$ cat src/hw/rtl/pdcs_pkg.sv
package pdcs_pkg;

    typedef struct packed {
        logic start;
        logic mod_start;
        logic mod_load_euclid;
    } pdcs_cmd_t;

    typedef struct packed {
        logic mod_done;
        logic rem_zero;
        logic b_zero;
        logic gcd_one;
        logic digit_done;
        logic any_zero;
    } pdcs_status_t;

    // modulo operand order
    localparam logic [1:0] MOD_A_BY_B = 2'd0;
    localparam logic [1:0] MOD_B_BY_A = 2'd1;

    localparam int SUM_OUT_WIDTH = 7;
    localparam int OUT_COUNT_WIDTH = 32;

endpackage

$ cat src/hw/rtl/pdcs_datapath.sv
module pdcs_datapath
    import pdcs_pkg::*;
#(
    parameter int VALUE_WIDTH = 31
)
(
    input  logic                   clk,
    input  logic [VALUE_WIDTH-1:0] first_number,
    input  logic [VALUE_WIDTH-1:0] second_number,
    input  pdcs_cmd_t              cmd,
    input  logic [1:0]             mod_sel,
    output pdcs_status_t           status,
    output logic [SUM_OUT_WIDTH-1:0] first_digit_sum,
    output logic [SUM_OUT_WIDTH-1:0] second_digit_sum,
    output logic                   sums_equal
);
    localparam int CW = $clog2(VALUE_WIDTH + 1);
    localparam int ND = (VALUE_WIDTH * 31) / 100 + 2;
    localparam int BW = 4 * ND;
    localparam int SW = $clog2(9 * ND + 1);

    logic [VALUE_WIDTH-1:0] a_reg, b_reg, num_reg, den_reg, rem_reg;
    logic [VALUE_WIDTH-1:0] da_reg, db_reg;
    logic [BW-1:0]          bcd_a_reg, bcd_b_reg;
    logic [CW-1:0]          conv_reg;
    logic [SW-1:0]          sa_reg, sb_reg;
    logic [CW-1:0]          bit_reg;
    logic                   mod_busy_reg, mod_done_reg;

    // restoring divide, one quotient bit per cycle
    logic [VALUE_WIDTH:0]   trial;
    logic [VALUE_WIDTH-1:0] rem_shift;
    always_comb
    begin
        rem_shift = {rem_reg[VALUE_WIDTH-2:0], num_reg[VALUE_WIDTH-1]};
        trial = {rem_reg[VALUE_WIDTH-1], rem_shift} - {1'b0, den_reg};
    end

    // double dabble step: add 3 to digits above 4, then shift in one bit
    function automatic logic [BW-1:0] dabble(input logic [BW-1:0] bcd, input logic in_bit);
        logic [BW-1:0] adj;
        adj = bcd;
        for (int i = 0; i < ND; i++)
        begin
            if (adj[4*i +: 4] > 4'd4)
                adj[4*i +: 4] = adj[4*i +: 4] + 4'd3;
        end
        return {adj[BW-2:0], in_bit};
    endfunction

    always_ff @(posedge clk)
    begin
        if (cmd.start)
        begin
            a_reg     <= first_number;
            b_reg     <= second_number;
            da_reg    <= first_number;
            db_reg    <= second_number;
            bcd_a_reg <= '0;
            bcd_b_reg <= '0;
            conv_reg  <= CW'(VALUE_WIDTH);
            sa_reg    <= '0;
            sb_reg    <= '0;
        end
        else if (conv_reg != '0)
        begin
            // binary to bcd, msb first
            bcd_a_reg <= dabble(bcd_a_reg, da_reg[VALUE_WIDTH-1]);
            bcd_b_reg <= dabble(bcd_b_reg, db_reg[VALUE_WIDTH-1]);
            da_reg    <= {da_reg[VALUE_WIDTH-2:0], 1'b0};
            db_reg    <= {db_reg[VALUE_WIDTH-2:0], 1'b0};
            conv_reg  <= conv_reg - CW'(1);
        end
        else if (bcd_a_reg != '0 || bcd_b_reg != '0)
        begin
            // accumulate one decimal digit per cycle
            bcd_a_reg <= bcd_a_reg >> 4;
            bcd_b_reg <= bcd_b_reg >> 4;
            sa_reg    <= sa_reg + SW'(bcd_a_reg[3:0]);
            sb_reg    <= sb_reg + SW'(bcd_b_reg[3:0]);
        end
        mod_done_reg <= 1'b0;
        if (cmd.mod_start)
        begin
            case (mod_sel)
                MOD_A_BY_B: begin num_reg <= a_reg; den_reg <= b_reg; end
                MOD_B_BY_A: begin num_reg <= b_reg; den_reg <= a_reg; end
                default:    begin num_reg <= a_reg; den_reg <= b_reg; end
            endcase
            rem_reg <= '0;
            bit_reg <= CW'(VALUE_WIDTH);
            mod_busy_reg <= 1'b1;
        end
        else if (mod_busy_reg)
        begin
            num_reg <= {num_reg[VALUE_WIDTH-2:0], ~trial[VALUE_WIDTH]};
            rem_reg <= trial[VALUE_WIDTH] ? rem_shift : trial[VALUE_WIDTH-1:0];
            bit_reg <= bit_reg - CW'(1);
            if (bit_reg == CW'(1))
            begin
                mod_busy_reg <= 1'b0;
                mod_done_reg <= 1'b1;
            end
        end
        if (cmd.mod_load_euclid)
        begin
            // a <- b, b <- a mod b
            a_reg <= b_reg;
            b_reg <= rem_reg;
        end
    end

    always_comb
    begin
        status.mod_done   = mod_done_reg;
        status.rem_zero   = (rem_reg == '0);
        status.b_zero     = (b_reg == '0);
        status.gcd_one    = (a_reg == VALUE_WIDTH'(1));
        status.digit_done = (conv_reg == '0) && (bcd_a_reg == '0) && (bcd_b_reg == '0)
                         && !cmd.start;
        status.any_zero   = (a_reg == '0) || (b_reg == '0);
        first_digit_sum   = (sa_reg > SW'(127)) ? 7'd127 : SUM_OUT_WIDTH'(sa_reg);
        second_digit_sum  = (sb_reg > SW'(127)) ? 7'd127 : SUM_OUT_WIDTH'(sb_reg);
        sums_equal        = (sa_reg == sb_reg);
    end
endmodule

$ cat src/hw/rtl/pdcs_control.sv
module pdcs_control
    import pdcs_pkg::*;
#(
    parameter int COUNT_WIDTH = 32
)
(
    input  logic         clk,
    input  logic         rst_n,
    input  logic         in_valid,
    output logic         in_stall,
    output logic         out_valid,
    input  logic         out_stall,
    input  pdcs_status_t status,
    input  logic         sums_equal,
    output pdcs_cmd_t    cmd,
    output logic [1:0]   mod_sel,
    output logic         divides_either,
    output logic         is_coprime,
    output logic         equal_digit_sum,
    output logic         operand_zero,
    output logic [OUT_COUNT_WIDTH-1:0] count_divides,
    output logic [OUT_COUNT_WIDTH-1:0] count_coprime,
    output logic [OUT_COUNT_WIDTH-1:0] count_digit_sum
);
    typedef enum logic [2:0] {
        S_IDLE, S_CHECK, S_DIV_AB, S_DIV_BA, S_GCD_START, S_GCD_WAIT, S_DIGITS, S_OUT
    } state_t;

    state_t state_reg;
    logic [1:0] mod_sel_reg;
    logic div_reg, cop_reg, zero_reg, eq_reg, ov_reg;
    logic [COUNT_WIDTH-1:0] cd_reg, cc_reg, ce_reg;
    logic [COUNT_WIDTH-1:0] cd_next, cc_next, ce_next;

    localparam logic [COUNT_WIDTH-1:0] CMAX = '1;

    assign in_stall  = (state_reg != S_IDLE);
    assign out_valid = ov_reg;
    assign mod_sel   = mod_sel_reg;
    always_comb
    begin
        cmd.start           = (state_reg == S_IDLE) && in_valid;
        cmd.mod_start       = (state_reg == S_CHECK && !status.any_zero)
                           || (state_reg == S_DIV_AB && status.mod_done && !status.rem_zero)
                           || (state_reg == S_GCD_START && !status.b_zero);
        cmd.mod_load_euclid = (state_reg == S_GCD_WAIT) && status.mod_done;
        cd_next = cd_reg + COUNT_WIDTH'(div_reg && cd_reg != CMAX);
        cc_next = cc_reg + COUNT_WIDTH'(cop_reg && cc_reg != CMAX);
        ce_next = ce_reg + COUNT_WIDTH'(sums_equal && ce_reg != CMAX);
    end

    always_ff @(posedge clk or negedge rst_n)
    begin
        if (!rst_n)
        begin
            state_reg <= S_IDLE;
            ov_reg <= 1'b0;
            mod_sel_reg <= MOD_A_BY_B;
            cd_reg <= '0; cc_reg <= '0; ce_reg <= '0;
            div_reg <= 1'b0; cop_reg <= 1'b0; zero_reg <= 1'b0; eq_reg <= 1'b0;
        end
        else
        begin
            case (state_reg)
                S_IDLE:
                    if (in_valid)
                    begin
                        state_reg <= S_CHECK;
                        div_reg <= 1'b0; cop_reg <= 1'b0;
                        mod_sel_reg <= MOD_A_BY_B;
                    end
                S_CHECK:
                begin
                    zero_reg <= status.any_zero;
                    state_reg <= status.any_zero ? S_DIGITS : S_DIV_AB;
                end
                S_DIV_AB:
                    if (status.mod_done)
                    begin
                        if (status.rem_zero)
                        begin
                            div_reg <= 1'b1;
                            mod_sel_reg <= MOD_A_BY_B;
                            state_reg <= S_GCD_START;
                        end
                        else
                        begin
                            mod_sel_reg <= MOD_A_BY_B;
                            state_reg <= S_DIV_BA;
                        end
                    end
                    else if (state_reg == S_DIV_AB)
                        mod_sel_reg <= MOD_B_BY_A;
                S_DIV_BA:
                    if (status.mod_done)
                    begin
                        div_reg <= status.rem_zero;
                        state_reg <= S_GCD_START;
                    end
                S_GCD_START:
                    if (status.b_zero)
                    begin
                        cop_reg <= status.gcd_one;
                        state_reg <= S_DIGITS;
                    end
                    else
                        state_reg <= S_GCD_WAIT;
                S_GCD_WAIT:
                    if (status.mod_done)
                        state_reg <= S_GCD_START;
                S_DIGITS:
                    if (status.digit_done)
                    begin
                        eq_reg <= sums_equal && !zero_reg;
                        if (!zero_reg)
                        begin
                            cd_reg <= cd_next;
                            cc_reg <= cc_next;
                            if (sums_equal) ce_reg <= ce_next;
                        end
                        ov_reg <= 1'b1;
                        state_reg <= S_OUT;
                    end
                S_OUT:
                    if (!out_stall)
                    begin
                        ov_reg <= 1'b0;
                        state_reg <= S_IDLE;
                    end
                default: state_reg <= S_IDLE;
            endcase
        end
    end

    assign divides_either  = div_reg;
    assign is_coprime      = cop_reg;
    assign equal_digit_sum = eq_reg;
    assign operand_zero    = zero_reg;
    assign count_divides   = OUT_COUNT_WIDTH'(cd_reg);
    assign count_coprime   = OUT_COUNT_WIDTH'(cc_reg);
    assign count_digit_sum = OUT_COUNT_WIDTH'(ce_reg);

    a_out_hold: assert property (@(posedge clk) disable iff (!rst_n)
        out_valid && out_stall |=> out_valid && $stable(count_divides))
        else $error("result changed under stall");
    a_no_accept_busy: assert property (@(posedge clk) disable iff (!rst_n)
        out_valid |-> in_stall)
        else $error("input accepted with result pending");
    a_zero_flags: assert property (@(posedge clk) disable iff (!rst_n)
        out_valid && operand_zero |-> !divides_either && !is_coprime && !equal_digit_sum)
        else $error("flags set on zero operand");
endmodule

$ cat src/hw/rtl/pair_divisibility_coprime_stats.sv
// channel | handshake             | payload
// in      | in_valid / in_stall   | first_number, second_number
// out     | out_valid / out_stall | flags, digit sums, counts
//
// sequential: one pair at a time through a shared bit-serial modulo unit
// one modulo per bit-serial run; b mod a runs only when a mod b is nonzero
// euclid step is one modulo, then a <- b, b <- remainder; up to ~45 steps for 31-bit operands
// transaction = accept, zero check, modulos, euclid steps, digit sums, output, plus any out_stall time
// digit sums run alongside: binary to bcd conversion, then one digit per cycle
// rst_n async clears counters and control; output holds while stalled
module pair_divisibility_coprime_stats
    import pdcs_pkg::*;
#(
    parameter int VALUE_WIDTH = 31,
    parameter int COUNT_WIDTH = 32
)
(
    input  logic                   clk,
    input  logic                   rst_n,
    input  logic                   in_valid,
    output logic                   in_stall,
    input  logic [VALUE_WIDTH-1:0] first_number,
    input  logic [VALUE_WIDTH-1:0] second_number,
    output logic                   out_valid,
    input  logic                   out_stall,
    output logic                   divides_either,
    output logic                   is_coprime,
    output logic                   equal_digit_sum,
    output logic                   operand_zero,
    output logic [6:0]             first_digit_sum,
    output logic [6:0]             second_digit_sum,
    output logic [31:0]            count_divides,
    output logic [31:0]            count_coprime,
    output logic [31:0]            count_digit_sum
);
    pdcs_cmd_t    cmd;
    pdcs_status_t status;
    logic [1:0]   mod_sel;
    logic         sums_equal;

    // datapath: divider, euclid registers, digit extraction
    pdcs_datapath #(.VALUE_WIDTH(VALUE_WIDTH)) u_dp (
        .clk(clk), .first_number(first_number), .second_number(second_number),
        .cmd(cmd), .mod_sel(mod_sel), .status(status),
        .first_digit_sum(first_digit_sum), .second_digit_sum(second_digit_sum),
        .sums_equal(sums_equal)
    );

    // controller: sequencing, flags and saturating counters
    pdcs_control #(.COUNT_WIDTH(COUNT_WIDTH)) u_ctl (
        .clk(clk), .rst_n(rst_n), .in_valid(in_valid), .in_stall(in_stall),
        .out_valid(out_valid), .out_stall(out_stall), .status(status),
        .sums_equal(sums_equal), .cmd(cmd), .mod_sel(mod_sel),
        .divides_either(divides_either), .is_coprime(is_coprime),
        .equal_digit_sum(equal_digit_sum), .operand_zero(operand_zero),
        .count_divides(count_divides), .count_coprime(count_coprime),
        .count_digit_sum(count_digit_sum)
    );
endmodule

$ cat config.mk
export PLATFORM = sky130hd
export DESIGN_NAME = pair_divisibility_coprime_stats
export DESIGN_NICKNAME = d
export VERILOG_FILES = /design/src/hw/rtl/pdcs_pkg.sv /design/src/hw/rtl/pdcs_datapath.sv /design/src/hw/rtl/pdcs_control.sv /design/src/hw/rtl/pair_divisibility_coprime_stats.sv
export SDC_FILE = /design/constraint.sdc
export NUM_CORES = 1
export LEC_CHECK = 0
export ABC_AREA = 1
export CAP_MARGIN = 10
export CELL_PAD_IN_SITES_DETAIL_PLACEMENT = 0
export CELL_PAD_IN_SITES_GLOBAL_PLACEMENT = 1
export CORE_MARGIN = 2
export CORE_UTILIZATION = 28
export DETAILED_ROUTE_END_ITERATION = 16
export DONT_BUFFER_PORTS = 1
export GPL_ROUTABILITY_DRIVEN = 1
export PLACE_DENSITY = 0.64
export SLEW_MARGIN = 10
export SYNTH_ARGS = -nofsm -noshare
export SYNTH_HDL_FRONTEND = slang
export SYNTH_HIERARCHICAL = 1
export SYNTH_SLANG_ARGS = --single-unit
$ cat constraint.sdc
create_clock -name clk -period 4.3 [get_ports clk]
set_input_delay 0.215 -clock clk [delete_from_list [all_inputs] [get_ports clk]]
set_output_delay 0.215 -clock clk [all_outputs]
set_load 0.02 [all_outputs]
======== Word-level counts from Yosys, hierarchy flattened ========
Cells that the tools add are included.
storage, ports and cells
  flip-flop bits (word level) ............. 437
  bits of input ports ..................... 66
operators by class
  bitwise logic cells ..................... 4
  $lt $le $gt $ge ......................... 24
  multiplexer cells ....................... 66
  equal/unequal tests ..................... 22
  add/sub/neg operators ................... 30
  reductions and logical operators ........ 52
operators with widths
  kind                                                           number
  2-to-1 mux 31 bit                                              13
  2-to-1 mux 44 bit                                              4
  adder 32 x 1 -> 32 bit                                         3
  != test 32 bit, second input constant                          3
  zero test 31 bit                                               3
  greater-than comparator 4 x 3 -> 1 bit, second input constant  22
  zero test 44 bit                                               2
  nonzero test 44 bit                                            2
  adder 4 x 2 -> 4 bit, second input constant                    20
  2-to-1 mux 4 bit                                               20
  subtractor 32 x 31 -> 32 bit                                   1
  equality test 31 x 1 -> 1 bit, second input constant           1
  2-to-1 mux 3 bit                                               9
  case mux 3 bit (7 select lines)                                1
  adder 7 x 4 -> 7 bit                                           2
  greater-than comparator 7 bit, second input constant           2
  2-to-1 mux 7 bit                                               2
  nonzero test 2 bit                                             7
  logical AND 1 bit                                              13
  equality test 3 bit, second input constant                     4
  2-to-1 mux 1 bit                                               11
  != test 2 bit, second input constant                           5
  AND reduction 5 bit                                            2
  subtractor 5 x 1 -> 5 bit, second input constant               2
  22 further kinds                                               44

======== Depth between registers and ports, before layout ========
Gate-level depths: netlist of run 1.
  depth in word-level cells ............... 7
  gate-level depth with buffers ........... 18
  gate-level depth less buffers ........... 18

======== Modules after synthesis ========
The synthesis of run 1 kept the hierarchy.
by module, submodules not included
  module         cells an instance  instances  area an instance (sq um)
  pdcs_datapath  2615               1          19123.3
  pdcs_control   811                1          5972.0

======== Worst setup path after synthesis of run 1 ========
OpenSTA, ideal clock, no wires.
  path type ............................... register to register
  start ................................... register u_ctl.state_reg[0]
  end ..................................... register u_dp.num_reg[0], enable pin
  arrival ................................. 3.957 ns
  cell stages (with the launch flop) ...... 10
  clock period less this slack ............ 4.343 ns
  path slack .............................. -0.043 ns
  buffers on the path ..................... 2
  required time ........................... 3.914 ns
  cell sequence ........................... dfrtp_1 > inv_1 > nand2_1 > nor2_1 > nand2_1 > o221ai_1 > clkbuf_1 > nor2_1 > clkbuf_1 > inv_1
RTL lines
  element                 line                 RTL
  from (decl)             pdcs_control.sv:29   state_t state_reg;
  from (signal assigned)  pdcs_control.sv:75   state_reg <= status.any_zero ? S_DIGITS : S_DIV_AB;
  to (signal assigned)    pdcs_datapath.sv:86  MOD_A_BY_B: begin num_reg <= a_reg; den_reg <= b_reg; end
  to (signal assigned)    pdcs_datapath.sv:87  MOD_B_BY_A: begin num_reg <= b_reg; den_reg <= a_reg; end
  to (signal assigned)    pdcs_datapath.sv:88  default: begin num_reg <= a_reg; den_reg <= b_reg; end
  to (decl)               pdcs_datapath.sv:22  logic [VALUE_WIDTH-1:0] a_reg, b_reg, num_reg, den_reg, rem_reg;

==> results.md, run 1 <==
- Final WL: slightly below 80000 um
- TritonCTS Buffers: 52
- Clk_skew: 33.6 ps
- First-pass GRT wire length: roughly 120000 um
- Slew Limit Fails: 0
- Vias/cell: 4.66
- Mapped Area: between 20000 and 30000 um^2
- Top cells by count, synth: nand2_1 (1056), inv_1 (491), o21ai_0 (301), nor2_1 (259), nand3_1 (230)
- CTS H-Tree Depth: 2
- RSZ-0062 raised after global routing: false
- Distinct cells, synth: 48
- Top post-synthesis cells by area: edfxtp_1 (22%), nand2_1 (16%), dfxtp_1 (12%)
- Setup TNS: 0 ps
- Cell accounting for the most synthesized area: edfxtp_1
- Max Buffers Root-to-Sink: 3
- Setup Slack @ Placement: roughly 800 ps
- CTS clk-pin slew, worst paths: 60 ps
- Via count: 21.8k
- Final #Nets: 3594
- Port bufs: 0
- I/O pins: between 150 and 200
- Layout area overhead: 14.8%
- Yosys reg bits: 436
- Worst-Margin Slew: around 1100 ps
- Outcome: completed
- Synth async-reset ratio: roughly 24%
- Slew Limit Headroom: 29.5%
- Max_cap viols: 0
- Hold path depth: 4
- Sequential area share after synthesis: roughly 44%
- CTS root buf: clkbuf_16
- Hold/Removal Path Class: input port to flip-flop
- Cell Rows: 109
- Clk_lat worst skew: 610 ps
- Starting Density: 28.3%
- Setup crit end kind: flip-flop
- Tmin final: ~3500 ps
- Largest net degree at the start of global routing: 118
- Die width: 303 um
- Initial DRC Count: around 1.5k
- Most frequent cell after synthesis: nand2_1
- Initial antenna violation count: 9
- DPL Wire Length: ~55000 um
- Setup ws final: roughly 800 ps
- Post-Syn Instances: 3426
- CP Data Arrival Time: between 3000 and 4000 ps
- P per Cell Area: 718 nW/um^2
- WP data required: 4790 ps
- Core area: 88600 um^2
- Worst Setup Start Kind: flip-flop
- Drt first pass iters: 7
- Final Hold Viols: 0
- Syn Area/Cell: 7.32 um^2
- # setup viols final: 0
- # Post-CTS Setup Buffers: 0
- Fin util: 32.5%
- Die area: 92000 um^2
- Seq. cell area: 11100 um^2
- Overall Global Routing Usage: 16.6%
- Syn Nets: 3567
- Peak VDD IR: between 300 and 400 uV
- Final antenna-violating net count: 0
- Ys Warns: 6
- Fraction of the cycle the final worst path needs: about four fifths
- CTS tree: built
- DR WL/cell: 16.6 um
- Finished Layout Cells: about 4.7k
- Synth Flop Type: edfxtp_1
- Placed Cells: 4499
- DR DRC count: 0
- CTS sink cnt: ~440
- Worst Path Max Fanout: 14
- Fillers: 9614
- Placer congestion estimate: 0.842
- R2R cell count: 17
- Leakage power: 13.2 nW
- Die height: 303 um
- WS Path Type: flip-flop to flip-flop
- Top-area cell type share of the netlist area: 22.3%
- Grt ovf: 0
- Area of the multi-input gates: 11700 um^2
- Layout cell share with drive strength beyond 1: 4.58%
- Post-synth EDFFs: 186
- Vias in the first global route: 21.1k
- Max Clock Freq: 287 MHz
## worst max-delay path, cell delays in order, from the launching register on
cell and delay, ps:
dfxtp_1 330, inv_1 90, ha_1 220, nand4_1 140, nor3_1 140, nand3_1 130
nor2_1 140, nand3_2 300, nor2_2 230, inv_1 100, nor2_1 330, nand3_2 380
nor2_2 400, nand2_1 170, inv_1 100, nand2_1 50, nand2_1 60, nand2_1 50
## what timing repair did
| item | CTS | global route |
|---|---|---|
| hold buffers | 65 | 0 |
| resized for setup | 0 | 0 |
| hold endpoints to repair | 218 | 0 |
## where the power goes
part | leakage, nW | switching [W] | total [W] | internal (W)
combinational | 7.77 | 0.00577 | 0.00894 | 0.00316
clock | 0.876 | 0.00186 | 0.00470 | 0.00284
sequential | 4.52 | 0.00107 | 0.00703 | 0.00596
total | 13.2 | 0.00871 | 0.0207 | 0.0120
## cells in the final DEF (no fill, tap or decap), types with 62 or more instances in the layout
| master | n |
|---|---|
| edfxtp_1 | 186 |
| a21oi_1 | 115 |
| nand4_1 | 62 |
| inv_1 | 489 |
| dfrtp_1 | 105 |
| nor2_1 | 253 |
| nand2_1 | 1055 |
| nand3_1 | 230 |
| o21ai_0 | 301 |
| xor2_1 | 70 |
| dfxtp_1 | 145 |
| dlygate4sd3_1 | 64 |
| ha_1 | 72 |
## logic make-up after synthesis
family / after synthesis / synth area share, %
buf+inv: 614 / 9.42
other cells: 1 / 0.0149
fa+ha+maj: 75 / 3.83
flops: 436 / 44.3
compound gates: 461 / 9.60
simple gates: 1730 / 29.0
xor+xnor: 109 / 3.80
## layout make-up
type | instances | share of cell area, %
clock buffers | 61 | 4.82
diodes | 3 | 0.0261
well taps | 1165 | 5.06
multi-input cells | 2376 | 40.5
inverters | 496 | 6.48
flip-flops and latches | 436 | 38.6
repair buffers | 91 | 3.08
clock inverters | 36 | 1.42
## final timing paths
path	start	end	slack, ps
setup / recovery	u_dp/bcd_a_reg[36]	u_ctl/count_digit_sum[30]	820
hold / removal	in_valid	u_dp/conv_reg[0]	90
setup reg to reg	u_dp/bcd_a_reg[36]	u_ctl/count_digit_sum[30]	820
hold reg to reg	u_dp/bit_reg[3]	u_dp/bit_reg[3]	470
max in group asynchronous	rst_n	u_ctl/is_coprime	3620
min in group asynchronous	rst_n	u_ctl/count_divides[29]	220
## stage by stage
stage | instance area [um^2] | total power (W) | hold WS [ps]
2_1_floorplan | 25100 | 0.0135 | -80.6
3_3_place_gp | 26300 | 0.0160 | -78.5
3_5_place_dp | 26300 | 0.0160 | -78.8
4_1_cts | 28800 | 0.0209 | 41.7
5_1_grt | 28800 | 0.0226 | 90.1
6_report | 28800 | 0.0207 | 86.5
## per-layer routing
| metal | routed length [um] | share of wire, % | up-vias | GRT usage (%) |
|---|---|---|---|---|
| li1 | - | - | 11087 | - |
| met1 | 37100 | 48 | 10149 | 23.2 |
| met2 | 35200 | 45 | 403 | 26.7 |
| met3 | 3360 | 4.3 | 104 | 2.54 |
| met4 | 1870 | 2.4 | 14 | 4.45 |
| met5 | 91 | 0.12 | - | 0 |
(Power assumes the default switching activity.)
==> run 2, diff against run 1 <==
PLACE_DENSITY = 0.62   (was 0.64)
clock period = 3.6 ns   (was 4.3 ns; I/O delays follow)
==> results.md, run 2 (same netlist as run 1, synthesis figures left out) <==
- TritonCTS Buffers: 55 (+5.8%)
- Setup ws final: 404 ps (-412 ps)
- Port bufs: 0 (unchanged)
- Worst Setup Start Kind: flip-flop
- Final WL: 79000 um (+1.8%)
- CTS Hold Bufs: 66 (+1.5%)
- Layout area overhead: 15.5%
- CP peak stage delay: 490 ps (+90 ps)
- R2R cell count: 10 (-7)
- Largest net degree at the start of global routing: 118 (unchanged)
- Post-cts resize count: 0 (unchanged)
- Commonest non-fill, non-tap cell in the layout: nand2_1
- Final antenna-violating net count: 0 (unchanged)
- Slew Limit Fails: 0 (unchanged)
- Clk_skew: 22.3 ps (-11.3 ps)
- Core area: 88600 um^2 (unchanged)
- Via count: 21.6k (-0.66%)
- Layout cell share with drive strength beyond 1: 5.17% (+0.59 points)
- Setup crit end kind: flip-flop
- Fin Hold WS: 189 ps (+102 ps)
- Die area: 92000 um^2 (unchanged)
- Area of the multi-input gates: 11700 um^2 (about the same)
- Max_cap viols: 0 (unchanged)
- Worst reg2reg endpoint: u_dp/num_reg[19]
- Slew Limit Headroom: 28.6% (-0.96 points)
- Vias/cell: 4.61 (-1.1%)
- WP data required: 3940 ps (-850 ps)
- Worst path most repeated cell: buf_4
- Clk_lat worst skew: 610 ps (about the same)
- Most frequent cells in the layout: nand2_1 (1055), inv_1 (489), o21ai_0 (301)
- Seq. cell area: 11100 um^2 (unchanged)
- Drt first pass iters: 5 (-2)
- Placer congestion estimate: 0.847 (+0.59%)
- Max Buffers Root-to-Sink: 3 (unchanged)
- Vias in the first global route: 21.1k (+0.076%)
- Initial DRC Count: 1405 (-7.3%)
- P per Cell Area: 857 nW/um^2 (+19%)
- CP Data Arrival Time: 3540 ps (-430 ps)
- Tmin final: 3200 ps (-288 ps)
- CTS tree: built
- Setup slack, reg-to-reg: 400 ps (-410 ps)
- Slowest-stage cell, CP: nor4_1
- CTS sink cnt: 436 (unchanged)
- Critical R2R Launch: u_dp/a_reg[15]
- Initial antenna violation count: 12 (+3)
- Fillers: 9616 (+0.021%)
- WS Path Type: flip-flop to flip-flop
- Outcome: completed
- Final Cell Area: 29000 um^2 (+0.61%)
- Die width: 303 um (unchanged)
- CTS root buf: clkbuf_16
- CTS clk-pin slew, worst paths: 60 ps (about the same)
- I/O pins: 182 (unchanged)
- Max Clock Freq: 313 MHz (+9.0%)
- DR DRC count: 0 (unchanged)
- Peak VDD IR: 427 uV (+9.5%)
- # setup viols final: 0 (unchanged)
- Starting Density: 28.3% (unchanged)
- Grt ovf: 0 (unchanged)
- Crit path launch: u_dp/a_reg[15]
- DPL Wire Length: 57600 um (+3.8%)
- DR WL/cell: 16.8 um (+1.3%)
- Die height: 303 um (unchanged)
- Leakage power: 13.3 nW (+0.88%)
- Placed inst area: 26500 um^2 (+0.57%)
- Fraction of the cycle the final worst path needs: 88.8% (+7.7 points)
- First-pass GRT wire length: 123000 um (+0.97%)
- Overall Global Routing Usage: 16.9% (+0.26 points)
- Worst Path Max Fanout: 29 (+15)
- Final Hold Viols: 0 (unchanged)
- # Post-CTS Setup Buffers: 0 (unchanged)
- Hold/Removal Path Class: input port to async pin
- RSZ-0062 raised after global routing: false
- CTS H-Tree Depth: 2 (unchanged)
- Worst-Margin Slew: 1070 ps (+14.4 ps)
- Cell Rows: 109 (unchanged)
- Setup Slack @ Placement: 448 ps (-348 ps)
- Final #Nets: 3617 (+0.64%)
- Crit-path cells: or2_2 > nor4_1 > buf_4 > nand3_1 > o32ai_1 > buf_4 > o221ai_4 > buf_4 > o21ai_0 > o21ai_0
==> run 2: cell count changes in the layout (fill, tap and decap cells not counted), sizes merged <==
cell	before	now
clkbuf	61	78
diode	3	1
bufinv	9	6
inv	496	499
clkinv	25	15
buf	27	46
clkinvlp	2	0
dlygate4sd3	64	65
==> run 2: cell type report <==
class | count | area share, %
Multi-Input combinational cell | 2376 | 40.3
Sequential cell | 436 | 38.4
Inverter | 496 | 6.44
Clock buffer | 78 | 5.26
Tap cell | 1165 | 5.03
Timing Repair Buffer | 111 | 3.64
Clock inverter | 24 | 1.01
Antenna cell | 1 | 0.00864
==> run 2: how the worst max path moves through the flow <==
| stage | cells past startpoint | endpoint | slack, ps |
|---|---|---|---|
| finish | 10 | u_dp/num_reg[19] | 400 |
| CTS | 10 | u_dp/num_reg[20] | 420 |
| floorplan | 17 | u_ctl/count_coprime[16] | -5 |
| detailed placement | 10 | u_dp/num_reg[21] | 450 |
| global placement | 16 | u_ctl/count_digit_sum[16] | 480 |
| global route | 17 | u_ctl/count_coprime[14] | 200 |
==> run 2: metal layers <==
layer | track usage [%] | routed length (um)
met3 | 2.56 | 2970
met1 | 23.0 | 37300
met5 | 0 | 147
met2 | 28.0 | 36800
met4 | 4.19 | 1730
==> run 2: per-stage QoR <==
step / utilization [%] / setup TNS (ps) / power [W] / instances
3_3_place_gp: 29.9 / 0 / 0.0193 / 4518
3_5_place_dp: 29.9 / 0 / 0.0192 / 4518
4_1_cts: 32.7 / 0 / 0.0252 / 4686
5_1_grt: 32.7 / 0 / 0.0271 / 4686
6_report: 32.7 / 0 / 0.0248 / 4687
2_1_floorplan: - / -15.0 / 0.0162 / 3426
==> run 2: worst max-delay path: cells and delay by family (launching register included) <==
family	cells	cell delay (ps)
simple gates	3	900
buf+inv	3	780
flops	1	440
compound gates	4	770
==> run 2: power breakdown <==
group | switching (W) | internal [W] | leakage, nW | total, W
Combinational | 0.00696 | 0.00384 | 7.87 | 0.0108
Clock | 0.00229 | 0.00337 | 0.892 | 0.00566
Sequential | 0.00125 | 0.00712 | 4.52 | 0.00836
==> run 3, diff against run 2 <==
CORE_ASPECT_RATIO = 1.1   (was not set)
CORE_UTILIZATION = 45   (was 28)
PLACE_DENSITY = 0.87   (was 0.62)
==> results.md, run 3 (same netlist as run 1, synthesis figures left out) <==
- Peak VDD IR: 509 uV (+19%)
- Port bufs: 0 (unchanged)
- Final antenna-violating net count: 0 (unchanged)
- Layout cell share with drive strength beyond 1: 4.55% (-0.62 points)
- Starting Density: 45.7% (+17 points)
- TritonCTS Buffers: 47 (-15%)
- Final Cell Area: 28000 um^2 (-3.3%)
- CTS sink cnt: 436 (unchanged)
- Via count: 21.9k (+1.4%)
- WL met2: 33200 um (-9.8%)
- Initial antenna violation count: 9 (-3)
- WP data required: 4070 ps (+130 ps)
- Core area: 55000 um^2 (-38%)
- Fin util: 51.0% (+18 points)
- Final Hold Viols: 0 (unchanged)
- Die height: 252 um (-17%)
- Wl on met1: 30500 um (-18%)
- CTS root buf: clkbuf_16
- Met3 wire length: 3200 um (+7.7%)
- Tmin final: 2970 ps (-221 ps)
- Placed inst area: 25800 um^2 (-2.5%)
- DR DRC count: 0 (unchanged)
- Setup ws final: 626 ps (+221 ps)
- CP Data Arrival Time: 3450 ps (-90 ps)
- Outcome: completed
- Setup crit end kind: flip-flop
- Most frequent cells in the layout: nand2_1 (1055), inv_1 (489), o21ai_0 (301)
- Slew Limit Headroom: 31.7% (+3.2 points)
- Hold/Removal Path Class: input port to flip-flop
- Clk_skew: 24.0 ps (+1.67 ps)
- Vias/cell: 5.18 (+12%)
- Worst Setup Start Kind: flip-flop
- # setup viols final: 0 (unchanged)
- Setup TNS: 0 ps (unchanged)
- CTS tree: built
- CTS H-Tree Depth: 2 (unchanged)
- Worst Path Max Fanout: 14 (-52%)
- CTS Hold Bufs: 65 (-1.5%)
- Commonest non-fill, non-tap cell in the layout: nand2_1
- Die area: 57700 um^2 (-37%)
- Grt ovf: 0 (unchanged)
- Max Clock Freq: 336 MHz (+7.4%)
- Final WL: 69400 um (-12%)
- Setup slack, reg-to-reg: 630 ps (+220 ps)
- P per Cell Area: 847 nW/um^2 (-1.1%)
- Overall Global Routing Usage: 23.8% (+7.0 points)
- Die width: 229 um (-24%)
- Post-cts resize count: 0 (unchanged)
- RSZ-0062 raised after global routing: false
- Drt first pass iters: 6 (+1)
- Max_cap viols: 0 (unchanged)
- Slew Limit Fails: 0 (unchanged)
- I/O pins: 182 (unchanged)
- Initial DRC Count: 1695 (+21%)
- Largest net degree at the start of global routing: 118 (unchanged)
- Placer congestion estimate: 0.901 (+6.4%)
- DPL Wire Length: 50000 um (-13%)
- DR WL/cell: 16.4 um (-2.7%)
- Fin Hold WS: 65.8 ps (-123 ps)
- CTS clk-pin slew, worst paths: 60 ps (about the same)
- First-pass GRT wire length: 112000 um (-8.9%)
- Clk_lat worst skew: 590 ps (-20 ps)
- Worst-Margin Slew: 1020 ps (-47.5 ps)
- Highest routed layer: met5
- Setup Slack @ Placement: 617 ps (+169 ps)
- Final #Nets: 3594 (-0.64%)
- Max Buffers Root-to-Sink: 3 (unchanged)
- # Post-CTS Setup Buffers: 0 (unchanged)
- Vias in the first global route: 20.9k (-0.84%)
- WS Path Type: flip-flop to flip-flop
- Layout area overhead: 11.7%
- Fraction of the cycle the final worst path needs: 82.6% (-6.1 points)
- Leakage power: 13.1 nW (-1.7%)
- Cell Rows: 90 (-17%)
==> run 3: stage by stage <==
stage,cells,total power (W)
CTS,4228,0.0238
global placement,4075,0.0188
floorplan,3426,0.0162
detailed placement,4075,0.0188
global route,4234,0.0259
finish,4234,0.0237
==> run 3: final timing paths <==
kind                                    start                         to  cells after the start
max                        u_dp/bcd_a_reg[36]  u_ctl/count_digit_sum[19]                     16
min                                  in_valid           u_ctl/is_coprime                      3
max reg2reg                u_dp/bcd_a_reg[36]  u_ctl/count_digit_sum[19]                     16
min reg2reg                   u_dp/bit_reg[3]            u_dp/bit_reg[3]                      1
max in group asynchronous               rst_n  u_ctl/count_digit_sum[17]                      2
min in group asynchronous               rst_n     u_ctl/count_divides[4]                      2
==> run 3: final cells by class <==
cell class	count	area, um^2
fill	5500	26900
inverter	496	1860
tap	736	921
multi-input combinational	2376	11700
clock buffer	65	1310
antenna	6	15.0
sequential	436	11100
clock inverter	23	206
timing repair buffer	96	926
==> run 3: critical path: stages (launching register included) <==
cell	delay, ps
dfxtp_1	330
inv_1	90
ha_1	220
nand4_1	130
nor3_1	140
nand3_1	120
nor2_1	130
nand3_2	170
nor2_2	140
inv_1	80
nor2_1	90
buf_4	140
nand3_2	290
inv_1	310
nand3_1	200
o21ai_0	200
nand2_1	70
==> run 3: where the power goes <==
group          switching [W]  leakage, nW  internal, W  total, W
logic                0.00677         7.80      0.00380    0.0106
registers            0.00122         4.52      0.00712   0.00834
clock network        0.00205        0.747      0.00277   0.00481
total                 0.0100         13.1       0.0137    0.0237
==> run 3: per-layer routing <==
metal / track usage, % / vias to the layer above
met5: 0 / -
met4: 8.87 / 6
met3: 3.21 / 151
met2: 40.3 / 556
met1: 31.2 / 10129
li1: - / 11072
